--- config.mk ---
export PLATFORM = sky130hd
export DESIGN_NAME = grid_line_of_sight
export DESIGN_NICKNAME = d
export VERILOG_FILES = /design/src/sv/gls_pkg.sv /design/src/sv/gls_ram.sv /design/src/sv/grid_line_of_sight.sv
export SDC_FILE = /design/constraint.sdc
export NUM_CORES = 2
export LEC_CHECK = 0
export BUFFER_PORTS_ARGS = -buffer_cell sky130_fd_sc_hd__buf_2
export CORE_MARGIN = 10
export CORE_UTILIZATION = 36
export CTS_CLUSTER_DIAMETER = 60
export DETAILED_ROUTE_END_ITERATION = 7
export GPL_TIMING_DRIVEN = 0
export PLACE_DENSITY = 0.48
export SLEW_MARGIN = 20
export SYNTH_ARGS = -nofsm -noshare
export SYNTH_HDL_FRONTEND = slang
export SYNTH_SLANG_ARGS = --single-unit
--- constraint.sdc ---
create_clock -name clk -period 34 [get_ports clk]
set_clock_uncertainty 0.05 [all_clocks]
set_input_delay 1.7 -clock clk [delete_from_list [all_inputs] [get_ports clk]]
set_output_delay 1.7 -clock clk [all_outputs]
set_load 0.02 [all_outputs]
--- src/sv/gls_pkg.sv ---
package gls_pkg;

  localparam int MAP_COLS_DEF = 32;
  localparam int MAP_ROWS_DEF = 32;

  localparam int COORD_W = 5;
  localparam int ERR_W   = 10;

  localparam logic ACT_WRITE = 1'b0;
  localparam logic ACT_QUERY = 1'b1;

  typedef logic [COORD_W-1:0]      coord_t;
  typedef logic signed [ERR_W-1:0] err_t;
  typedef logic signed [ERR_W:0]   err2_t;

endpackage

--- src/sv/gls_ram.sv ---
module gls_ram #(
  parameter int WIDTH = 1,
  parameter int DEPTH = 1024
) (
  input  logic                     clk,
  input  logic                     we,
  input  logic [$clog2(DEPTH)-1:0] waddr,
  input  logic [WIDTH-1:0]         wdata,
  input  logic [$clog2(DEPTH)-1:0] raddr,
  output logic [WIDTH-1:0]         rdata
);

  logic [WIDTH-1:0] mem [DEPTH];

  always_ff @(posedge clk) begin
    if (we) begin
      mem[waddr] <= wdata;
    end
    rdata <= mem[raddr];
  end

endmodule

--- src/sv/grid_line_of_sight.sv ---
// Channel   Direction  Transfer when        Signals
// command   in         start && !busy       action map_col map_row is_wall
//                                           from_col from_row to_col to_row
// result    out        done (one cycle)     visible
//
// A write gives no result; busy stays low.
// A query walks the tiles up to the first wall
// or the end point (at most 32 tiles); done is registered after the check of the last tile.
// The rate is set by the single read port of the wall map, one tile per cycle.
// After reset, a clearing pass over all MAP_COLS * MAP_ROWS map cells holds busy high.
// The receiver cannot stall: each result shows for exactly one cycle.
module grid_line_of_sight #(
  parameter int MAP_COLS = gls_pkg::MAP_COLS_DEF,
  parameter int MAP_ROWS = gls_pkg::MAP_ROWS_DEF
) (
  input  logic            clk,
  input  logic            rst,
  input  logic            start,
  output logic            busy,
  input  logic            action,
  input  gls_pkg::coord_t map_col,
  input  gls_pkg::coord_t map_row,
  input  logic            is_wall,
  input  gls_pkg::coord_t from_col,
  input  gls_pkg::coord_t from_row,
  input  gls_pkg::coord_t to_col,
  input  gls_pkg::coord_t to_row,
  output logic            done,
  output logic            visible
);

  localparam int DEPTH = MAP_COLS * MAP_ROWS;
  localparam int AW    = $clog2(DEPTH);

  typedef enum logic [1:0] {ST_CLEAR, ST_IDLE, ST_WALK} state_t;

  state_t           state;
  logic [AW-1:0]    clr_addr;
  gls_pkg::coord_t  cur_col, cur_row, dst_col, dst_row;
  gls_pkg::err_t    dc, dr, err;
  logic             sc_neg, sr_neg, tile_in;

  logic             accept, q_start, w_start;
  gls_pkg::coord_t  dc_in, dr_in;
  gls_pkg::err2_t   e2;
  logic             step_c, step_r, at_end, hit;
  gls_pkg::err_t    err_next;
  gls_pkg::coord_t  col_next, row_next, rd_col, rd_row;
  logic             rd_in, wr_in, we, wdata;
  logic [AW-1:0]    raddr, waddr;
  logic [0:0]       rdata;

  assign busy    = (state != ST_IDLE);
  assign accept  = start && !busy;
  assign q_start = accept && (action == gls_pkg::ACT_QUERY);
  assign w_start = accept && (action == gls_pkg::ACT_WRITE);

  assign dc_in = (from_col < to_col) ? (to_col - from_col) : (from_col - to_col);
  assign dr_in = (from_row < to_row) ? (to_row - from_row) : (from_row - to_row);

  assign e2       = gls_pkg::err2_t'(err) <<< 1;
  assign step_c   = (e2 >= gls_pkg::err2_t'(dr));
  assign step_r   = (e2 <= gls_pkg::err2_t'(dc));
  assign err_next = err + (step_c ? dr : gls_pkg::err_t'(0))
                        + (step_r ? dc : gls_pkg::err_t'(0));
  assign col_next = step_c ? (sc_neg ? cur_col - gls_pkg::COORD_W'(1)
                                     : cur_col + gls_pkg::COORD_W'(1)) : cur_col;
  assign row_next = step_r ? (sr_neg ? cur_row - gls_pkg::COORD_W'(1)
                                     : cur_row + gls_pkg::COORD_W'(1)) : cur_row;
  assign at_end   = (cur_col == dst_col) && (cur_row == dst_row);
  assign hit      = tile_in && rdata[0];

  assign rd_col = (state == ST_WALK) ? col_next : from_col;
  assign rd_row = (state == ST_WALK) ? row_next : from_row;
  assign rd_in  = (32'(rd_col) < 32'(MAP_COLS)) && (32'(rd_row) < 32'(MAP_ROWS));
  assign raddr  = rd_in ? AW'(32'(rd_row) * 32'(MAP_COLS) + 32'(rd_col)) : '0;

  assign wr_in = (32'(map_col) < 32'(MAP_COLS)) && (32'(map_row) < 32'(MAP_ROWS));
  assign we    = (state == ST_CLEAR) || (w_start && wr_in);
  assign waddr = (state == ST_CLEAR) ? clr_addr
               : (wr_in ? AW'(32'(map_row) * 32'(MAP_COLS) + 32'(map_col)) : '0);
  assign wdata = (state == ST_CLEAR) ? 1'b0 : is_wall;

  gls_ram #(
    .WIDTH (1),
    .DEPTH (DEPTH)
  ) u_map (
    .clk   (clk),
    .we    (we),
    .waddr (waddr),
    .wdata (wdata),
    .raddr (raddr),
    .rdata (rdata)
  );

  always_ff @(posedge clk) begin
    if (rst) begin
      state    <= ST_CLEAR;
      clr_addr <= '0;
      done     <= 1'b0;
    end else begin
      done <= 1'b0;
      unique case (state)
        ST_CLEAR: begin
          clr_addr <= clr_addr + AW'(1);
          if (clr_addr == AW'(DEPTH - 1)) begin
            state <= ST_IDLE;
          end
        end
        ST_IDLE: begin
          if (q_start) begin
            state   <= ST_WALK;
            cur_col <= from_col;
            cur_row <= from_row;
            dst_col <= to_col;
            dst_row <= to_row;
            dc      <= gls_pkg::err_t'(dc_in);
            dr      <= -gls_pkg::err_t'(dr_in);
            err     <= gls_pkg::err_t'(dc_in) - gls_pkg::err_t'(dr_in);
            sc_neg  <= !(from_col < to_col);
            sr_neg  <= !(from_row < to_row);
            tile_in <= rd_in;
          end
        end
        ST_WALK: begin
          if (hit) begin
            done    <= 1'b1;
            visible <= 1'b0;
            state   <= ST_IDLE;
          end else if (at_end) begin
            done    <= 1'b1;
            visible <= 1'b1;
            state   <= ST_IDLE;
          end else begin
            cur_col <= col_next;
            cur_row <= row_next;
            err     <= err_next;
            tile_in <= rd_in;
          end
        end
        default: begin
          state <= ST_IDLE;
        end
      endcase
    end
  end

endmodule

==> impl_metrics.toml <==
[sta]
fin_setup_tns_ns = 0
report.final.hold_viol_count = 0
fin_crit_sh_pct = 21.2
worst_slew_pin_slew_ns = 1.31
finalSetupViolations = 0
maxSlewViolCount = 0
layout_min_cycle_time_ns = 7.21
worst_slew_margin_relative_to_its_limit_pct = 12.5
finalWorstSetupSlack_ns = 26.79
unrepaired_setup_endpoints_after_global_routing = "false"
max_clock_freq_mhz = 139

[power_and_ir_drop]
power.static_leakage_nw = 20.1
power.ir.vdd_worst_uv = 43.7
pwr_density_cell_nw_per_um2 = 52.8

[clock_network]
number_of_buffers_inserted_for_hold_repair_after_clock_tree_synthesis = 0
clock_sink_count = 1085
clock_tree.htree_level_count = 4
cts.repair_timing.setup_buffer_count = 0
number_of_buffers_created_by_cts = 131
tritoncts_clock_tree = "built"
clock_path_buffers = 3
worst_skew_pair.late_latency_ns = 0.77
ctsRootBufferMaster = "clkbuf_16"
ctsResizeCount = 0
clk_transition_reported_paths_ns = 0.05

[cells_and_area]
layout.filler_cells = 13447
finish.net_count = 4863
drive_above_1_share_pct = 9.98
multi_input_combinational_cell_area_um2 = 15800
layout.area.seq_um2 = 32400
area_growth_pct = 14.6

[min_path]
min_delay_path_depth = 2
worstHoldPathType = "register to register"

[die]
pin_count = 38
die_width_um = 393
core.rowCount = 136
chipHeight_um = 393
floorplan.die_area_um2 = 154000
initial_utilization_pct = 36.3
design.core.area_um2 = 138000

[critical_path]
arrival_ns = 7.82
critical_path.cell_chain = "ha_1 -> nand4_1 -> a211oi_4 -> o21ai_0 -> a21boi_2 -> o211ai_2 -> clkbuf_2 -> buf_1 -> nand3_1 -> a41oi_1 -> nor4_1 -> nor4_1 -> a211o_1"
r2r_slack_ns = 26.79
critical_path.max_fanout = 10
worstPathRequired_ns = 34.62
slowest_delay_ns = 0.96
path_buf_inv = 2
cp_capture_type = "register"
critPathSlowestCell = "o211ai_2"
setup.worst_path.start_class = "register"
worst_r2r_path_depth = 13
instance_count_on_the_critical_path = 13
cp_common_cell = "nor4_1"
crit_type = "register to register"
cpLargestDelayFamily = "compound AO/OA/AOI/OAI gates"

[grt]
grt.overflow.total = 0
grtUsageTotal_pct = 28.4
number_of_global_route_vias_before_repair = 36646
grt_max_degree = 83
grt_antenna_before_repair = 18
first_pass_grt_wire_length_mm = 301

[synth]
synth.lib_cells_used.distinct = 72
synth_area_leader_cell = "edfxtp_1"
syn_nets = 4666
yosys_warnings = 0
synthesis.area_per_instance_um2 = 11.0
synth.yosys.seq_area_share_pct = 64.9
synth.top_cells.by_area = "edfxtp_1 64%, nor2_1 8.1%, nand2_1 5.6%"
asyncSetResetFlopFracSynth_pct = 0
ys_seq_elements = 1085
synth.cell_area_um2 = 50000
yosysTopAreaCellShare_pct = 64.4
synth_edf_count = 1071
postSynthCellCount = 4560
postSynth.topFlopCell = "edfxtp_1"

[detailed_routing]
first_pass_iters = 6
routed_via_density = 5.91
wl_mm = 224
detail_route.iter0.violations = 5722
ant_nets = 0
drc = 0
post_drt_wl_per_cell_um = 33.6
vias = 39300

[place]
place.port_buffers = 36
place_hpwl_mm = 146
dpl_worst_slack_ns = 27.08
gpl.final_weighted_congestion = 0.923

[run]
max_cap_viol_count = 0

[outcome]
status = "complete, no violations"
## worst min-delay path, cell delays in order, from the launching register on
cell,delay (ns)
dfxtp_1,0.35
nand2_1,0.07
a21oi_1,0.05
## per-layer routing
metal	global-route usage (%)	vias up	wire [um]
met3	6.50	561	23000
met2	44.1	2380	99700
met5	0	-	42
met4	14.7	8	12900
met1	37.1	19903	88000
li1	-	16448	-
## kinds of logic after synthesis
family / after synthesis / synth area share, %
adder cells (fa/ha/maj): 71 / 1.97
XOR/XNOR: 46 / 0.806
flip-flops: 1085 / 64.9
multiplexers: 199 / 4.01
AO/OA/AOI/OAI: 411 / 5.55
AND/OR/NAND/NOR: 2323 / 19.2
buffers and inverters: 425 / 3.56
## synthesized netlist by cell type, types with 23 or more instances
cell type  count
mux2i_1      189
ha_1          58
a31oi_1       23
nand3_1      366
buf_1         41
clkbuf_1     206
edfxtp_1    1071
a21oi_1      123
nand2_1      740
nor4_1        30
buf_2        112
inv_1         55
xnor2_1       25
o21ai_0       25
o22ai_1       71
nor2_1      1075
## cell usage in the layout, fill, tap and decap left out, drive strengths merged, types with 17 or more instances in the layout
master / n
nand3: 366
a211oi: 22
o21ai: 31
ha: 58
clkinv: 33
a21o: 17
nor2: 1075
nor4: 30
xor2: 21
mux2i: 189
a21oi: 124
a221oi: 21
o32ai: 19
edfxtp: 1071
a31oi: 23
nand2: 743
buf: 226
inv: 63
clkbuf: 386
o22ai: 71
xnor2: 25
a41oi: 17
## worst paths after layout
path | start | end
worst max-delay path | err[9] | u_map.rdata
worst min-delay path | clr_addr[1] | clr_addr[1]
worst max register to register | err[9] | u_map.rdata
worst min register to register | clr_addr[1] | clr_addr[1]
## power by group
part           total, mW  leakage, nW  switching [mW]  internal (mW)
clock network       1.37         1.96           0.580          0.789
registers           1.45         11.6        0.000623           1.45
logic              0.199         6.56           0.153         0.0462
## state kept, by name (all words and copies together), names as in the netlist, 2 cells and up
name	flops
clr_addr	10
cur_col	5
cur_row	5
dc	5
dr	9
dst_col	5
dst_row	5
err	10
state	2
u_map.mem	1024
## per-stage QoR
stage               utilization (%)  hold WS (ns)  power (mW)  instance area (um2)  std cells
finish                         41.6         0.473        3.02                57300       6650
floorplan                         -         0.427        1.57                50000       4560
global placement               38.1         0.450        1.67                52400       6390
global route                   41.6         0.516        3.08                57200       6646
detailed placement             38.6         0.461        1.67                53200       6418
CTS                            41.6         0.467        3.01                57200       6646
## area by class of cell
cell class	count	area share [%]
Clock inverter	48	0.653
Sequential cell	1085	56.7
Clock buffer	180	6.40
Timing Repair Buffer	64	1.42
Tap cell	1794	3.92
Antenna cell	4	0.0175
Multi-Input combinational cell	3050	27.6
Buffer	368	2.91
Inverter	57	0.374
Note: power is estimated with default switching activity, not from simulation.
